File: src/sv/aft_pkg.sv
// Shared types, constants and helper functions of the fetch queue depth tuner.
`timescale 1ns / 1ps
`default_nettype none

package aft_pkg;

  // Default sizes of the tuner.
  localparam int unsigned QUEUE_CAPACITY_DEF   = 64;
  localparam int unsigned INFLIGHT_ENTRIES_DEF = 64;
  localparam int unsigned LINE_ADDR_BITS_DEF   = 42;

  // Fixed field widths.
  localparam int unsigned DEPTH_W    = 7;
  localparam int unsigned CNT_W      = 32;
  localparam int unsigned WIN_W      = 16;
  localparam int unsigned TGT_W      = 11;
  localparam int unsigned MODE_W     = 2;
  localparam int unsigned APB_ADDR_W = 5;
  localparam int unsigned APB_DATA_W = 32;
  localparam int unsigned OUT_DATA_W = 16;
  localparam int unsigned TERM_W     = 3;
  localparam int unsigned NUM_TERMS  = 5;

  // Register indexes on the configuration port.
  localparam logic [2:0] REG_POLICY    = 3'd0;
  localparam logic [2:0] REG_INIT      = 3'd1;
  localparam logic [2:0] REG_MIN       = 3'd2;
  localparam logic [2:0] REG_MAX       = 3'd3;
  localparam logic [2:0] REG_STEP      = 3'd4;
  localparam logic [2:0] REG_WINDOW    = 3'd5;
  localparam logic [2:0] REG_TGT_UTIL  = 3'd6;
  localparam logic [2:0] REG_TGT_TIME  = 3'd7;

  // Register reset values.
  localparam logic [MODE_W-1:0]  RST_POLICY     = 2'd2;
  localparam logic [DEPTH_W-1:0] RST_INIT_DEPTH = 7'd16;
  localparam logic [DEPTH_W-1:0] RST_MIN_DEPTH  = 7'd4;
  localparam logic [DEPTH_W-1:0] RST_MAX_DEPTH  = 7'd64;
  localparam logic [DEPTH_W-1:0] RST_STEP       = 7'd4;
  localparam logic [WIN_W-1:0]   RST_WINDOW     = 16'd256;
  localparam logic [TGT_W-1:0]   RST_TGT_UTIL   = 11'd512;
  localparam logic [TGT_W-1:0]   RST_TGT_TIME   = 11'd512;

  // Policy codes.
  localparam logic [MODE_W-1:0] POL_UTIL = 2'd0;
  localparam logic [MODE_W-1:0] POL_TIME = 2'd1;
  localparam logic [MODE_W-1:0] POL_BOTH = 2'd2;
  localparam logic [MODE_W-1:0] POL_RSVD = 2'd3;

  // Search direction codes.
  localparam logic [1:0] DIR_NONE = 2'd0;
  localparam logic [1:0] DIR_UP   = 2'd1;
  localparam logic [1:0] DIR_DOWN = 2'd2;

  // Event kinds.
  typedef enum logic [1:0] {
    CMD_DEMAND = 2'd0,
    CMD_FILL   = 2'd1,
    CMD_UNUSED = 2'd2,
    CMD_ISSUE  = 2'd3
  } cmd_e;

  // Configuration register set.
  typedef struct packed {
    logic [MODE_W-1:0]  policy;
    logic [DEPTH_W-1:0] init_depth;
    logic [DEPTH_W-1:0] lo_depth;
    logic [DEPTH_W-1:0] hi_depth;
    logic [DEPTH_W-1:0] step;
    logic [WIN_W-1:0]   window;
    logic [TGT_W-1:0]   tgt_util;
    logic [TGT_W-1:0]   tgt_time;
  } cfg_t;

  // Flags of an incoming event that steer the controller.
  typedef struct packed {
    cmd_e cmd;
    logic pref;
    logic miss;
    logic mq;
  } evt_t;

  // Commands from the controller to the datapath.
  typedef struct packed {
    logic              load;
    logic              inc_pref_hit;
    logic              inc_unused;
    logic              inc_late_hit;
    logic              scan_step;
    logic              scan_insert;
    logic              table_commit;
    logic              issue_step;
    logic              eval_mul;
    logic              eval_seek;
    logic              reg_mul;
    logic              reg_acc;
    logic              reg_fin;
    logic [TERM_W-1:0] term;
  } ctrl_t;

  // Status from the datapath to the controller.
  typedef struct packed {
    logic scan_done;
    logic found;
    logic win_close;
    logic regress;
  } stat_t;

  // A zero lower bound counts as one.
  function automatic logic [DEPTH_W-1:0] eff_min(input logic [DEPTH_W-1:0] m);
    return (m == '0) ? DEPTH_W'(1) : m;
  endfunction

  // Raise to the lower bound first, then lower to the upper bound.
  function automatic logic [DEPTH_W-1:0] clamp_depth(input logic [9:0] d,
                                                     input logic [DEPTH_W-1:0] lo,
                                                     input logic [DEPTH_W-1:0] hi);
    logic [9:0] v;
    v = d;
    if (v < {3'b000, lo}) v = {3'b000, lo};
    if (v > {3'b000, hi}) v = {3'b000, hi};
    return v[DEPTH_W-1:0];
  endfunction

  // Saturating event counter increment.
  function automatic logic [CNT_W-1:0] sat_inc(input logic [CNT_W-1:0] v);
    return (v == '1) ? v : v + CNT_W'(1);
  endfunction

  // Q16 coefficients of the regression terms a, t, a*a, t*t, a*t.
  function automatic logic signed [16:0] term_coef(input logic [TERM_W-1:0] k);
    logic signed [16:0] c;
    case (k)
      3'd0:    c = -17'sd22282;
      3'd1:    c = 17'sd41943;
      3'd2:    c = 17'sd524;
      3'd3:    c = 17'sd655;
      3'd4:    c = -17'sd524;
      default: c = 17'sd0;
    endcase
    return c;
  endfunction

endpackage

`default_nettype wire

File: src/sv/aft_regs.sv
// Configuration register file on the APB-style port.
`timescale 1ns / 1ps
`default_nettype none

module aft_regs
  import aft_pkg::*;
(
  input  wire logic                  clk_i,
  input  wire logic                  rst_ni,
  input  wire logic                  psel,
  input  wire logic                  penable,
  input  wire logic                  pwrite,
  input  wire logic [APB_ADDR_W-1:0] paddr,
  input  wire logic [APB_DATA_W-1:0] pwdata,
  output logic      [APB_DATA_W-1:0] prdata,
  output logic                       pready,
  output cfg_t                       cfg_o,
  output logic                       init_load_o
);

  cfg_t       cfg_q, cfg_d;
  logic       init_load_q, init_load_d;
  logic       wr;
  logic [2:0] idx;

  assign pready = 1'b1;
  assign wr     = psel && penable && pwrite;
  assign idx    = paddr[4:2];

  // Register writes.
  always_comb begin
    cfg_d       = cfg_q;
    init_load_d = 1'b0;
    if (wr) begin
      case (idx)
        REG_POLICY:   cfg_d.policy     = pwdata[MODE_W-1:0];
        REG_INIT: begin
          cfg_d.init_depth = pwdata[DEPTH_W-1:0];
          init_load_d      = 1'b1;
        end
        REG_MIN:      cfg_d.lo_depth   = pwdata[DEPTH_W-1:0];
        REG_MAX:      cfg_d.hi_depth   = pwdata[DEPTH_W-1:0];
        REG_STEP:     cfg_d.step       = pwdata[DEPTH_W-1:0];
        REG_WINDOW:   cfg_d.window     = pwdata[WIN_W-1:0];
        REG_TGT_UTIL: cfg_d.tgt_util   = pwdata[TGT_W-1:0];
        REG_TGT_TIME: cfg_d.tgt_time   = pwdata[TGT_W-1:0];
        default:      cfg_d            = cfg_q;
      endcase
    end
  end

  always_ff @(posedge clk_i or negedge rst_ni) begin
    if (!rst_ni) begin
      cfg_q.policy     <= RST_POLICY;
      cfg_q.init_depth <= RST_INIT_DEPTH;
      cfg_q.lo_depth   <= RST_MIN_DEPTH;
      cfg_q.hi_depth   <= RST_MAX_DEPTH;
      cfg_q.step       <= RST_STEP;
      cfg_q.window     <= RST_WINDOW;
      cfg_q.tgt_util   <= RST_TGT_UTIL;
      cfg_q.tgt_time   <= RST_TGT_TIME;
      init_load_q      <= 1'b0;
    end else begin
      cfg_q       <= cfg_d;
      init_load_q <= init_load_d;
    end
  end

  // Read back.
  always_comb begin
    case (idx)
      REG_POLICY:   prdata = APB_DATA_W'(cfg_q.policy);
      REG_INIT:     prdata = APB_DATA_W'(cfg_q.init_depth);
      REG_MIN:      prdata = APB_DATA_W'(cfg_q.lo_depth);
      REG_MAX:      prdata = APB_DATA_W'(cfg_q.hi_depth);
      REG_STEP:     prdata = APB_DATA_W'(cfg_q.step);
      REG_WINDOW:   prdata = APB_DATA_W'(cfg_q.window);
      REG_TGT_UTIL: prdata = APB_DATA_W'(cfg_q.tgt_util);
      REG_TGT_TIME: prdata = APB_DATA_W'(cfg_q.tgt_time);
      default:      prdata = '0;
    endcase
  end

  assign cfg_o       = cfg_q;
  assign init_load_o = init_load_q;

endmodule

`default_nettype wire

File: config.mk
export PLATFORM = sky130hd
export DESIGN_NAME = aft_regs
export DESIGN_NICKNAME = d
export VERILOG_FILES = /design/src/sv/aft_pkg.sv /design/src/sv/aft_regs.sv
export SDC_FILE = /design/constraint.sdc
export NUM_CORES = 1
export LEC_CHECK = 0
export BUFFER_PORTS_ARGS = -buffer_cell sky130_fd_sc_hd__clkbuf_2
export CORE_UTILIZATION = 48
export CTS_CLUSTER_SIZE = 10
export DETAILED_ROUTE_END_ITERATION = 16
export PLACE_DENSITY = 0.8
export RECOVER_POWER = 100
export SYNTH_ARGS = -nofsm -noshare
export SYNTH_HDL_FRONTEND = slang
export SYNTH_SLANG_ARGS = --single-unit
File: constraint.sdc
create_clock -name clk_i -period 1.4 [get_ports clk_i]
set_input_delay 0.21 -clock clk_i [delete_from_list [all_inputs] [get_ports clk_i]]
set_output_delay 0.21 -clock clk_i [all_outputs]
set_load 0.05 [all_outputs]
==> results_dict.tcl <==
set metrics [dict create \
    clock-skew-final_ns 0 \
    drt_wl_total_um 9370 \
    seq_area_sq_um 1760 \
    io_buffers 108 \
    slew_viol_final 0 \
    gr-usage-met1_pct 36.4 \
    vdd_drop_max_mv 1.18 \
    worstMarginPinSlew_ns 0.953 \
    numCtsBuffers 9 \
    fillerInstances 447 \
    maxSlewHeadroom_pct 36.4 \
    yosysSeqAreaShare_pct 51.4 \
    yosys-mux-area-fraction_pct 28.1 \
    via_per_inst 5.16 \
    status "finished, violations left" \
    synth_fa_ha_area_share_pct 0 \
    max_cap_violations 0 \
    insertion_delay_ns 0.34 \
    endpoint_kind "output port" \
    synth-edff-count 0 \
    die_x_um 85.9 \
    grt_pass1_vias 2755 \
    critPathKind "reg -> out" \
    hpwlAfterDp_um 6360 \
    gp_congestion 0.784 \
    io_pins 144 \
    finalNetCount 471 \
    dr_total_vias 2734 \
    antenna_found_initial 0 \
    grt_start_max_net_pins 70 \
    synth-main-ff-cell "dfrtp_1" \
    critPathMaxFanout 2 \
    cp-start-kind "flip-flop" \
    drt_iter0_markers 144 \
    use_met3_pct 4.33 \
    post-route-util_pct 75.6 \
    n_antenna_cell 0 \
    holdWs_ns 0.104 \
    start_util_pct 49.8 \
    synth_xor_area_share_pct 0 \
    drive_gt1_share_pct 74.2 \
    numClockSinks 69 \
    synth_warnings 0 \
    power_leakage_nw 2.47 \
    top_usage_layer "met2" \
    worstPathArrival_ns 1.65 \
    timing.setup.tns_ns -7.28 \
    wl_per_cell_um 17.7 \
    core_area_sq_um 6790 \
    use_met2_pct 42.4 \
    multi_input_area_sq_um 1740 \
    avgSynthCellArea_sq_um 13.2 \
    synth-seq-cells 69 \
    synth_area_sq_um 3380 \
    synth_compound_area_share_pct 6.14 \
    cp.required_ns 1.19 \
    htreeDepth 3 \
    synth_top_family_by_area "multiplexers" \
    final_antenna_net_count 0 \
    holdCritPathClass "in -> reg" \
    p_per_area_nw_per_um2 1590 \
    period_share_pct 133 \
    min_period_ns 1.86 \
    die-area_sq_um 7380 \
    cts-root-buf "clkbuf_8" \
    die_h_um 85.9 \
    setup_viol 67 \
    hold_viol 0 \
    grtUsageTotal_pct 26.5 \
    synth-simple-area-share_pct 7.81 \
    fmax_mhz 538 \
    tritoncts "yes" \
    grt_overflow 0 \
    setup_ws_ns -0.459 \
    cts.clk_slew.worst_paths_ns 0.08 \
    grt_pass1_wl_um 14600 \
    ys_types 36 \
    drc 0 \
    async_flop_share_pct 100 \
    clock_path_buffers 2 \
    rsz0062_at_grt "yes" \
    syn_inst 257 \
    first_pass_iters 5 \
    num_rows 30 \
    power.total_mw 8.19 \
    violations "setup timing" \
    areaGrowthSynthToFinish_pct 51.9 \
]
[sequential cells by signal (all words and copies together) (netlist names)]
signal	cells
cfg_o	68
init_load_o	1
[layout by cell type, fill, tap and decap left out, types with 2 or more instances in the layout]
cell type and count:
nor3b_1 2, and2_4 5, dfrtp_2 16, mux2i_2 2, buf_4 40, nor2_4 6, clkbuf_4 20, nand2_2 2
nand2_1 5, buf_12 5, conb_1 17, nand2b_4 2, buf_6 2, dfstp_2 6, mux2_2 66, clkinv_2 2
nor2_1 9, mux2_4 5, a22oi_1 3, buf_2 8, dfrtp_1 45, o2bb2ai_1 5, dfstp_1 2, mux2i_1 8
nand2b_1 2, clkbuf_8 11, nor2b_2 2, clkbuf_2 78, clkbuf_1 5, o221ai_4 4, bufinv_16 2, buf_8 16
a22oi_2 5
[logic make-up after synthesis]
group,after synthesis
mux,84
flops,69
simple gates,43
buf+inv,32
compound gates,27
other cells,2
[through the flow]
stage | setup slack, ns | instances | area, sq um
after floorplan | -0.137 | 272 | 3660
after global placement | -0.387 | 496 | 4570
after detailed placement | -0.400 | 496 | 4570
after CTS | -0.442 | 525 | 5120
after global routing | -0.498 | 530 | 5130
final | -0.459 | 530 | 5130
[worst max-delay path, cell delays in order, from the launching register on]
cell	delay, ns
dfrtp_2	0.40
nor3b_1	0.14
a211o_1	0.32
o21ai_2	0.20
o21ai_4	0.09
buf_12	0.15
[path summary, 6_finish.rpt]
path	startpoint	end	slack, ns	depth (start not counted)
setup / recovery	cfg_o[38]	prdata[0]	-0.46	5
hold / removal	pwdata[12]	cfg_o[34]	0.10	2
setup reg to reg	cfg_o[6]	cfg_o[6]	0.38	3
hold reg to reg	cfg_o[39]	cfg_o[39]	0.53	1
max in group asynchronous	rst_ni	cfg_o[17]	0.07	3
min in group asynchronous	rst_ni	cfg_o[43]	0.63	3
[repair_timing]
action,CTS,global route
hold endpoints to repair,61,0
hold buffers,1,0
gates resized for setup,53,34
setup buffers,12,5
setup endpoints to repair,18,22
pin swaps,13,12
[cell usage after synthesis, types with 2 or more instances]
library cell	n	share of area, %
a21oi_1	2	0.30
o2bb2ai_1	5	1.3
mux2i_1	11	3.3
inv_1	2	0.22
clkbuf_1	2	0.22
mux2_2	69	23
buf_2	6	0.89
o221ai_1	4	1.0
nor2_1	11	1.2
nor2b_1	3	0.56
mux2_4	2	0.89
conb_1	2	0.22
o21ai_0	3	0.44
dfstp_2	8	6.2
and2_1	5	0.93
nand2b_1	5	0.93
o32ai_1	2	0.52
nor2_2	3	0.56
dfrtp_1	61	45
nor3b_1	2	0.44
nand2_1	7	0.78
buf_4	21	4.7
a22oi_1	8	1.8
[where the power goes]
group	internal (mW)	leakage, nW	total (mW)	switching, mW
logic	1.21	1.52	3.64	2.43
registers	2.43	0.842	2.72	0.299
clock network	1.05	0.112	1.82	0.770
total	4.69	2.47	8.19	3.50
[final cells by class]
cell class | instances | share of cell area [%]
clock buffers | 10 | 2.68
clock inverters | 6 | 1.68
inverters | 2 | 0.146
multi-input cells | 171 | 33.9
flip-flops and latches | 69 | 34.2
well taps | 96 | 2.34
repair buffers | 176 | 25.0
[routing by layer]
metal / wire [um] / up-vias
met4: 134 / 0
met2: 4690 / 96
met5: 0 / -
met3: 430 / 13
met1: 4110 / 1381
li1: - / 1244
No activity file was read; power rests on OpenSTA's default activity.
