--- config.mk ---
export PLATFORM = sky130hd
export DESIGN_NAME = aft_ctrl
export DESIGN_NICKNAME = d
export VERILOG_FILES = /design/src/sv/aft_pkg.sv /design/src/sv/aft_ctrl.sv
export SDC_FILE = /design/constraint.sdc
export NUM_CORES = 1
export LEC_CHECK = 0
export BUFFER_PORTS_ARGS = -buffer_cell sky130_fd_sc_hd__buf_4
export CAP_MARGIN = 20
export CORE_MARGIN = 1.5
export CORE_UTILIZATION = 50
export DETAILED_ROUTE_END_ITERATION = 12
export HOLD_SLACK_MARGIN = 0.03
export PLACE_DENSITY = 0.83
export RECOVER_POWER = 50
export SYNTH_ARGS = -nofsm -noshare
export SYNTH_HDL_FRONTEND = slang
export SYNTH_SLANG_ARGS = --single-unit
--- constraint.sdc ---
create_clock -name clk_i -period 5 [get_ports clk_i]
set_clock_uncertainty 0.05 [all_clocks]
set_input_delay 0 -clock clk_i [delete_from_list [all_inputs] [get_ports clk_i]]
set_output_delay 0 -clock clk_i [all_outputs]
set_load 0.01 [all_outputs]
--- src/sv/aft_pkg.sv ---
// Shared types, constants and helper functions of the fetch queue depth tuner.
`timescale 1ns / 1ps
`default_nettype none

package aft_pkg;

  // Default sizes of the tuner.
  localparam int unsigned QUEUE_CAPACITY_DEF   = 64;
  localparam int unsigned INFLIGHT_ENTRIES_DEF = 64;
  localparam int unsigned LINE_ADDR_BITS_DEF   = 42;

  // Fixed field widths.
  localparam int unsigned DEPTH_W    = 7;
  localparam int unsigned CNT_W      = 32;
  localparam int unsigned WIN_W      = 16;
  localparam int unsigned TGT_W      = 11;
  localparam int unsigned MODE_W     = 2;
  localparam int unsigned APB_ADDR_W = 5;
  localparam int unsigned APB_DATA_W = 32;
  localparam int unsigned OUT_DATA_W = 16;
  localparam int unsigned TERM_W     = 3;
  localparam int unsigned NUM_TERMS  = 5;

  // Register indexes on the configuration port.
  localparam logic [2:0] REG_POLICY    = 3'd0;
  localparam logic [2:0] REG_INIT      = 3'd1;
  localparam logic [2:0] REG_MIN       = 3'd2;
  localparam logic [2:0] REG_MAX       = 3'd3;
  localparam logic [2:0] REG_STEP      = 3'd4;
  localparam logic [2:0] REG_WINDOW    = 3'd5;
  localparam logic [2:0] REG_TGT_UTIL  = 3'd6;
  localparam logic [2:0] REG_TGT_TIME  = 3'd7;

  // Register reset values.
  localparam logic [MODE_W-1:0]  RST_POLICY     = 2'd2;
  localparam logic [DEPTH_W-1:0] RST_INIT_DEPTH = 7'd16;
  localparam logic [DEPTH_W-1:0] RST_MIN_DEPTH  = 7'd4;
  localparam logic [DEPTH_W-1:0] RST_MAX_DEPTH  = 7'd64;
  localparam logic [DEPTH_W-1:0] RST_STEP       = 7'd4;
  localparam logic [WIN_W-1:0]   RST_WINDOW     = 16'd256;
  localparam logic [TGT_W-1:0]   RST_TGT_UTIL   = 11'd512;
  localparam logic [TGT_W-1:0]   RST_TGT_TIME   = 11'd512;

  // Policy codes.
  localparam logic [MODE_W-1:0] POL_UTIL = 2'd0;
  localparam logic [MODE_W-1:0] POL_TIME = 2'd1;
  localparam logic [MODE_W-1:0] POL_BOTH = 2'd2;
  localparam logic [MODE_W-1:0] POL_RSVD = 2'd3;

  // Search direction codes.
  localparam logic [1:0] DIR_NONE = 2'd0;
  localparam logic [1:0] DIR_UP   = 2'd1;
  localparam logic [1:0] DIR_DOWN = 2'd2;

  // Event kinds.
  typedef enum logic [1:0] {
    CMD_DEMAND = 2'd0,
    CMD_FILL   = 2'd1,
    CMD_UNUSED = 2'd2,
    CMD_ISSUE  = 2'd3
  } cmd_e;

  // Configuration register set.
  typedef struct packed {
    logic [MODE_W-1:0]  policy;
    logic [DEPTH_W-1:0] init_depth;
    logic [DEPTH_W-1:0] lo_depth;
    logic [DEPTH_W-1:0] hi_depth;
    logic [DEPTH_W-1:0] step;
    logic [WIN_W-1:0]   window;
    logic [TGT_W-1:0]   tgt_util;
    logic [TGT_W-1:0]   tgt_time;
  } cfg_t;

  // Flags of an incoming event that steer the controller.
  typedef struct packed {
    cmd_e cmd;
    logic pref;
    logic miss;
    logic mq;
  } evt_t;

  // Commands from the controller to the datapath.
  typedef struct packed {
    logic              load;
    logic              inc_pref_hit;
    logic              inc_unused;
    logic              inc_late_hit;
    logic              scan_step;
    logic              scan_insert;
    logic              table_commit;
    logic              issue_step;
    logic              eval_mul;
    logic              eval_seek;
    logic              reg_mul;
    logic              reg_acc;
    logic              reg_fin;
    logic [TERM_W-1:0] term;
  } ctrl_t;

  // Status from the datapath to the controller.
  typedef struct packed {
    logic scan_done;
    logic found;
    logic win_close;
    logic regress;
  } stat_t;

  // A zero lower bound counts as one.
  function automatic logic [DEPTH_W-1:0] eff_min(input logic [DEPTH_W-1:0] m);
    return (m == '0) ? DEPTH_W'(1) : m;
  endfunction

  // Raise to the lower bound first, then lower to the upper bound.
  function automatic logic [DEPTH_W-1:0] clamp_depth(input logic [9:0] d,
                                                     input logic [DEPTH_W-1:0] lo,
                                                     input logic [DEPTH_W-1:0] hi);
    logic [9:0] v;
    v = d;
    if (v < {3'b000, lo}) v = {3'b000, lo};
    if (v > {3'b000, hi}) v = {3'b000, hi};
    return v[DEPTH_W-1:0];
  endfunction

  // Saturating event counter increment.
  function automatic logic [CNT_W-1:0] sat_inc(input logic [CNT_W-1:0] v);
    return (v == '1) ? v : v + CNT_W'(1);
  endfunction

  // Q16 coefficients of the regression terms a, t, a*a, t*t, a*t.
  function automatic logic signed [16:0] term_coef(input logic [TERM_W-1:0] k);
    logic signed [16:0] c;
    case (k)
      3'd0:    c = -17'sd22282;
      3'd1:    c = 17'sd41943;
      3'd2:    c = 17'sd524;
      3'd3:    c = 17'sd655;
      3'd4:    c = -17'sd524;
      default: c = 17'sd0;
    endcase
    return c;
  endfunction

endpackage

`default_nettype wire

--- src/sv/aft_ctrl.sv ---
// Controller state machine that sequences table scans, window evaluation and regression.
`timescale 1ns / 1ps
`default_nettype none

module aft_ctrl
  import aft_pkg::*;
(
  input  wire logic  clk_i,
  input  wire logic  rst_ni,
  input  wire logic  in_valid_i,
  input  wire evt_t  evt_i,
  input  wire stat_t stat_i,
  input  wire logic  out_free_i,
  output logic       in_ready_o,
  output ctrl_t      ctrl_o,
  output logic       out_load_o
);

  localparam logic [TERM_W-1:0] TERM_LAST = TERM_W'(NUM_TERMS - 1);

  typedef enum logic [3:0] {
    ST_IDLE, ST_SCAN, ST_POST, ST_EMUL, ST_ESEEK, ST_RMUL, ST_RACC, ST_RFIN, ST_FIN
  } state_e;

  typedef enum logic [1:0] {
    MODE_RM, MODE_RM_CNT, MODE_INS
  } mode_e;

  state_e            state_q, state_d;
  mode_e             mode_q, mode_d;
  logic [TERM_W-1:0] term_q, term_d;

  // Next state and commands.
  always_comb begin
    state_d     = state_q;
    mode_d      = mode_q;
    term_d      = term_q;
    ctrl_o      = '0;
    ctrl_o.term = term_q;
    out_load_o  = 1'b0;
    in_ready_o  = (state_q == ST_IDLE);
    case (state_q)
      ST_IDLE: begin
        if (in_valid_i) begin
          ctrl_o.load = 1'b1;
          case (evt_i.cmd)
            CMD_DEMAND: begin
              if (evt_i.pref) begin
                ctrl_o.inc_pref_hit = 1'b1;
                mode_d  = MODE_RM;
                state_d = ST_SCAN;
              end else if (evt_i.miss && evt_i.mq) begin
                mode_d  = MODE_RM_CNT;
                state_d = ST_SCAN;
              end else begin
                state_d = ST_FIN;
              end
            end
            CMD_FILL: begin
              mode_d  = MODE_RM;
              state_d = ST_SCAN;
            end
            CMD_UNUSED: begin
              ctrl_o.inc_unused = 1'b1;
              state_d = ST_FIN;
            end
            CMD_ISSUE: begin
              mode_d  = MODE_INS;
              state_d = ST_SCAN;
            end
            default: state_d = ST_FIN;
          endcase
        end
      end
      ST_SCAN: begin
        ctrl_o.scan_step   = 1'b1;
        ctrl_o.scan_insert = (mode_q == MODE_INS);
        if (stat_i.scan_done) state_d = ST_POST;
      end
      ST_POST: begin
        ctrl_o.scan_insert = (mode_q == MODE_INS);
        state_d = ST_FIN;
        case (mode_q)
          MODE_RM_CNT: ctrl_o.inc_late_hit = stat_i.found;
          MODE_INS: begin
            ctrl_o.table_commit = 1'b1;
            if (stat_i.win_close) state_d = ST_EMUL;
            else ctrl_o.issue_step = 1'b1;
          end
          default: state_d = ST_FIN;
        endcase
      end
      ST_EMUL: begin
        ctrl_o.eval_mul = 1'b1;
        state_d = ST_ESEEK;
      end
      ST_ESEEK: begin
        ctrl_o.eval_seek = 1'b1;
        if (stat_i.regress) begin
          term_d  = '0;
          state_d = ST_RMUL;
        end else begin
          state_d = ST_FIN;
        end
      end
      ST_RMUL: begin
        ctrl_o.reg_mul = 1'b1;
        state_d = ST_RACC;
      end
      ST_RACC: begin
        ctrl_o.reg_acc = 1'b1;
        if (term_q == TERM_LAST) begin
          state_d = ST_RFIN;
        end else begin
          term_d  = term_q + TERM_W'(1);
          state_d = ST_RMUL;
        end
      end
      ST_RFIN: begin
        ctrl_o.reg_fin = 1'b1;
        state_d = ST_FIN;
      end
      ST_FIN: begin
        if (out_free_i) begin
          out_load_o = 1'b1;
          state_d    = ST_IDLE;
        end
      end
      default: state_d = ST_IDLE;
    endcase
  end

  // State and sequencing registers.
  always_ff @(posedge clk_i or negedge rst_ni) begin
    if (!rst_ni) begin
      state_q <= ST_IDLE;
      mode_q  <= MODE_RM;
      term_q  <= '0;
    end else begin
      state_q <= state_d;
      mode_q  <= mode_d;
      term_q  <= term_d;
    end
  end

endmodule

`default_nettype wire

==> impl_results.md, run 1 <==
- DR iter-0 viols: 19
- # Max-Cap Violations: 0
- RSZ-0062 raised after global routing: false
- Post-route worst setup slack: between 2 and 3 ns
- Ant. Diodes: 0
- Synth area leaders: dfrtp_1, nand2b_1, nor2_1
- Period minus WS final: ~2.2 ns
- H-tree Lvls: 1
- Max VDD drop: ~0.00032 V
- Count of different cell masters after synthesis: 37
- Ys flop type: dfrtp_1
- # resized after CTS: 0
- Routed via count: roughly 840
- Clock tree sinks: 9
- Post-synthesis net count: roughly 110
- Die ar.: roughly 1700 um2
- Yosys reg bits: 9
- WHS: 0.09830 ns
- Type of the worst setup path: reg -> reg
- DRC errors left: 0
- Fraction of registers with async set/reset: 1.000
- Share of the synthesized area in the top cell type: 0.3046
- Status: completed
- Sequential share of the synthesized area: 0.3046
- Worst-skew pair later-pin latency: 0.26 ns
- Worst-path fanout max: 9
- Slew margin rel.: 0.6072
- Final setup violation count: 0
- Initial Utilization: 0.5544
- Critical Path RT: around 5.1 ns
- EDFF count, synth: 0
- Hold_buf cts: 8
- Vias in the first global route: between 700 and 800
- Via/cell ratio: ~5.8
- Pre-CTS setup slack: approximately 3.3 ns
- PortBufs: 30
- Largest net degree at the start of global routing: 18
- Nature of the critical path endpoint: flop
- Post-route clock period utilization: 0.4451
- Area Growth Syn to Fin: 39.93%
- Pleak: 0.0004418 uW
- CTS tree: done
- Num CTS Buffers: 3
- CTS Buffer Depth: 2
- # Post-CTS Setup Buffers: 0
- Io pins: 31
- Warnings, synthesis: 0
- Largest area contributor in the netlist: dfrtp_1
- Fraction of layout cells with a size suffix above 1: 0.2481
- Gp weighted congestion: just over 0.8
- Final TNS setup: 0 ns
- Worst slew pin tran: roughly 0.6 ns
- First-pass GRT wire length: 3291 um
- Routed WL: between 2000 and 2500 um
- Type of the most critical hold path: in -> reg
- HPWL after DPL: ~1400 um
- Max-slew violation count: 0
- Initial antenna violation count: 0
- Syn Area/Cell: ~8 um2
- Std-Cell Rows: 13
- Post-synthesis instance area: 739.5 um2
- Mapped Cells: 90
- PD cells: 366.0 nW/um2
- Clk root buf: clkbuf_4
- WP data arrival: between 2 and 2.5 ns
- GRT Total Usage: 0.2420
- Die Wd: roughly 41 um
- Crit start category: flop
- Core Region: 1334 um2
- Post-DRT Antenna Nets: 0
- Drt pass-1 iters: 4
- Die Ht: between 40 and 50 um
- DR WL/cell: approximately 14 um
- Fin. Hold Viols: 0
- Highest clock rate: 449.3 MHz
- Clk slew on worst S/H paths: ~0.06 ns
- Gr ovfl total: 0
- Fin nets: roughly 150
- Most common cell after layout, fill and taps aside: buf_4
- Commonest non-fill, non-tap cells in the layout: buf_4, nor2_1, clkbuf_1, dfrtp_1, dlygate4sd3_1
where the power goes:
group	internal (uW)	switching [uW]	leakage [uW]
clock	30.6	23.5	0.0000150
combinational	100	95.8	0.000306
sequential	91.4	36.8	0.000120
total	223	156	0.000442
metal layers:
metal  wire (um)  part of all wire  GRT usage
met1         866              0.43     0.3104
met2        1008              0.50     0.4125
met3         125             0.062    0.05652
met4           0                 0    0.05161
met5           0                 0          0
cells in the mapped netlist (2+ instances only):
master	count
a21oi_1	6
a22o_1	2
a31o_2	2
and2_1	2
dfrtp_1	9
ha_1	2
inv_1	6
nand2_1	6
nand2b_1	6
nand3_1	4
nand3b_1	2
nor2_1	9
nor3_1	5
nor3b_1	2
o21ai_0	3
o21ai_1	3
stage by stage:
stage / cell area [um2] / utilization / cells / power, uW
after floorplan: 739.5 / - / 90 / 248.9
after global placement: 963.4 / 0.7223 / 132 / 306.9
after detailed placement: 963.4 / 0.7223 / 132 / 311.4
after CTS: 1070 / 0.8021 / 144 / 382.5
after global routing: 1035 / 0.7758 / 144 / 406.7
final: 1035 / 0.7758 / 144 / 378.7
critical path: stages (launching register included):
cell and delay [ns]:
dfrtp_1 0.45, or2_1 0.32, or3_4 0.43, clkinv_4 0.07, nand2_1 0.04, a32o_1 0.19, dlygate4sd3_1 0.54
layout make-up:
class | count | area (um2)
Timing Repair Buffer | 38 | 275.3
Multi-Input combinational cell | 71 | 457.9
Fill cell | 99 | 299.0
Inverter | 7 | 31.28
Sequential cell | 9 | 225.2
Tap cell | 15 | 18.77
Clock buffer | 4 | 26.28
cells by family after synthesis:
| kind of cell | after synthesis | synth area share |
|---|---|---|
| mux | 1 | 0.01523 |
| buf+inv | 10 | 0.06936 |
| simple gates | 44 | 0.3486 |
| flops | 9 | 0.3046 |
| fa+ha+maj | 2 | 0.03384 |
| compound gates | 24 | 0.2284 |
flip-flops by register name, indices dropped and copies added, names as in the netlist:
signal   cells
term_q       3
mode_q       2
state_q      4
worst paths after layout:
path,from,to,slack (ns),cells past startpoint
hold / removal,out_free_i,state_q[3],0.1,4
max in group asynchronous,rst_ni,mode_q[1],4.42,2
setup reg to reg,state_q[2],mode_q[1],2.77,6
setup / recovery,state_q[2],mode_q[1],2.77,6
hold reg to reg,term_q[0],term_q[0],0.51,1
min in group asynchronous,rst_ni,term_q[1],0.15,2
Power figures use the tool's default switching activity.
==> run 2, diff against run 1 <==
Settings changed: CORE_UTILIZATION 50 to 42, PLACE_DENSITY 0.83 to 0.74.
Clock period 5 ns to 1.86 ns, I/O delays scaled along.
==> impl_results.md, run 2 (same netlist as run 1, synthesis figures left out) <==
- RSZ-0062 raised after global routing: true
- Final core occ: 0.7048 (-0.07103)
- CP Cell Sequence: buf_4 -> or4b_1 -> nor2_1 -> buf_4
- Worst path bufs/invs: 2 (unchanged)
- Slowest stage delay, CP: 0.58 ns (+0.04 ns)
- Vias in the first global route: 738 (-2.4%)
- Final setup violation count: 0 (unchanged)
- Reg2reg end: state_q[0]
- Ant. Diodes: 0 (unchanged)
- Die Ht: 44.96 um (+8.5%)
- DR iter-0 viols: 36 (+17)
- WP data arrival: 1.74 ns (-0.57 ns)
- Initial Utilization: 0.4690 (-0.08536)
- Routed WL: 2067 um (+3.3%)
- Pleak: 0.0004873 uW (+10%)
- Routed via count: 812 (-2.8%)
- Fin nets: 150 (+3.4%)
- Post-DRT Antenna Nets: 0 (unchanged)
- Die ar.: 2021 um2 (+18%)
- Fin. Hold Viols: 0 (unchanged)
- Num CTS Buffers: 3 (unchanged)
- # Max-Cap Violations: 0 (unchanged)
- Reg2Reg Setup Slack: 0.09 ns (-2.68 ns)
- PD cells: 971.6 nW/um2 (+170%)
- DRC errors left: 0 (unchanged)
- Max VDD drop: 0.0006845 V (+120%)
- Status: completed
- HPWL after DPL: 1500 um (+4.0%)
- Clock tree sinks: 9 (unchanged)
- Area Growth Syn to Fin: 50.25%
- Worst path top cell family by delay: simple AND/OR/NAND/NOR gates
- Most frequent CP cell: buf_4
- Largest net degree at the start of global routing: 18 (unchanged)
- Filler cell count: 137 (+38%)
- DR WL/cell: 13.78 um (-0.83%)
- First-pass GRT wire length: 3160 um (-4.0%)
- Clk root buf: clkbuf_4
- Critical Path RT: 1.81 ns (-3.27 ns)
- Multi-input gate area: 479.2 um2 (+4.6%)
- FF/Latch Area: 229.0 um2 (+1.7%)
- Initial antenna violation count: 0 (unchanged)
- PortBufs: 30 (unchanged)
- Most flops, register: state_q
- Max-slew violation count: 0 (unchanged)
- Worst-skew pair later-pin latency: 0.26 ns (about the same)
- Die Wd: 44.96 um (+8.5%)
- Type of the worst setup path: reg -> out
- Highest clock rate: between 500 and 600 MHz
- CTS Buffer Depth: 2 (unchanged)
- Worst slew pin tran: 0.5014 ns (-0.08649 ns)
- Placed Area: 979.7 um2 (+1.7%)
- Most common cell after layout, fill and taps aside: buf_4
- Clk slew on worst S/H paths: 0.06 ns (about the same)
- CTS tree: done
- Final Instance Area: 1111 um2 (+7.4%)
- Worst-path fanout max: 7 (-2)
- Crit start category: flop
- Nature of the critical path endpoint: output port
- Biggest regs: state_q x4, term_q x3, mode_q x2
- Gr ovfl total: 0 (unchanged)
- Io pins: 31 (unchanged)
- Core Region: 1577 um2 (+18%)
- Reg2reg start: state_q[2]
- Slew margin rel.: 0.6657 (+0.05851)
- Slowest cell on crit path: or4b_1
- Commonest non-fill, non-tap cells in the layout: buf_4, nor2_1, dlygate4sd3_1
- Gp weighted congestion: 0.8484 (+5.3%)
- GRT Total Usage: 0.2075 (-0.03454)
- Fraction of layout cells with a size suffix above 1: 0.3582 (+0.1101)
- Std-Cell Rows: 14 (+1)
- H-tree Lvls: 1 (unchanged)
- Via/cell ratio: 5.413 (-6.6%)
- Type of the most critical hold path: in -> async
- Worst Reg2Reg Path Length in Cells: 5 (-1)
- Period minus WS final: roughly 1.8 ns
- Post-route clock period utilization: 0.9648
- Drt pass-1 iters: 4 (unchanged)
- Max reg flops: 4 (unchanged)
[run 2: layout make-up]
cell class | instances | area share
multi-input cells | 71 | 0.4313
well taps | 16 | 0.01802
inverters | 7 | 0.02815
repair buffers | 43 | 0.2928
flip-flops and latches | 9 | 0.2061
clock buffers | 4 | 0.02365
[run 2: layer usage]
| layer | wire length [um] | GRT usage | vias to the layer above |
|---|---|---|---|
| li1 | - | - | 415 |
| met1 | 973 | 0.3165 | 372 |
| met2 | 983 | 0.3200 | 25 |
| met3 | 110 | 0.01200 | 0 |
| met4 | 0 | 0.05294 | 0 |
| met5 | 0 | 0 | - |
[run 2: what timing repair did]
action,4_1_cts,5_1_grt
hold buffers,7,0
gates resized for setup,2,4
endpoints found under the hold margin,14,0
pin swaps,0,1
endpoints found under the setup margin,2,2
buffers inserted,0,4
[run 2: worst register-to-register path, cell delays in order, from the launching register on]
cell	delay [ns]
dfrtp_2	0.43
buf_4	0.15
or4b_1	0.58
nor3_1	0.21
a211oi_1	0.08
o32ai_1	0.14
[run 2: through the flow]
stage	setup slack [ns]	setup TNS, ns	cells	hold slack (ns)	total power, uW
2_1_floorplan	0.2017	0	90	-0.3456	669.2
3_3_place_gp	0.2427	0	135	-0.2199	842.5
3_5_place_dp	0.1976	0	135	-0.2180	851.9
4_1_cts	0.004869	0	146	0.04456	1026
5_1_grt	-0.02288	-0.02288	150	0.1573	1146
6_report	0.06541	0	150	0.1606	1079
[run 2: worst max-delay path by stage]
stage | slack, ns | cells past startpoint | start | endpoint
floorplan | 0.20 | 6 | state_q[3] | mode_q[1]
global placement | 0.24 | 5 | state_q[2] | mode_q[1]
detailed placement | 0.20 | 5 | state_q[2] | mode_q[1]
CTS | 0.005 | 4 | state_q[2] | ctrl_o[14]
global route | -0.02 | 4 | state_q[2] | ctrl_o[9]
finish | 0.07 | 4 | state_q[2] | ctrl_o[9]
[run 2: power breakdown]
group / total, uW / switching [uW] / internal, uW
combinational: 603 / 302 / 301
sequential: 326 / 76.9 / 249
clock: 150 / 67.2 / 82.6
total: 1080 / 446 / 633
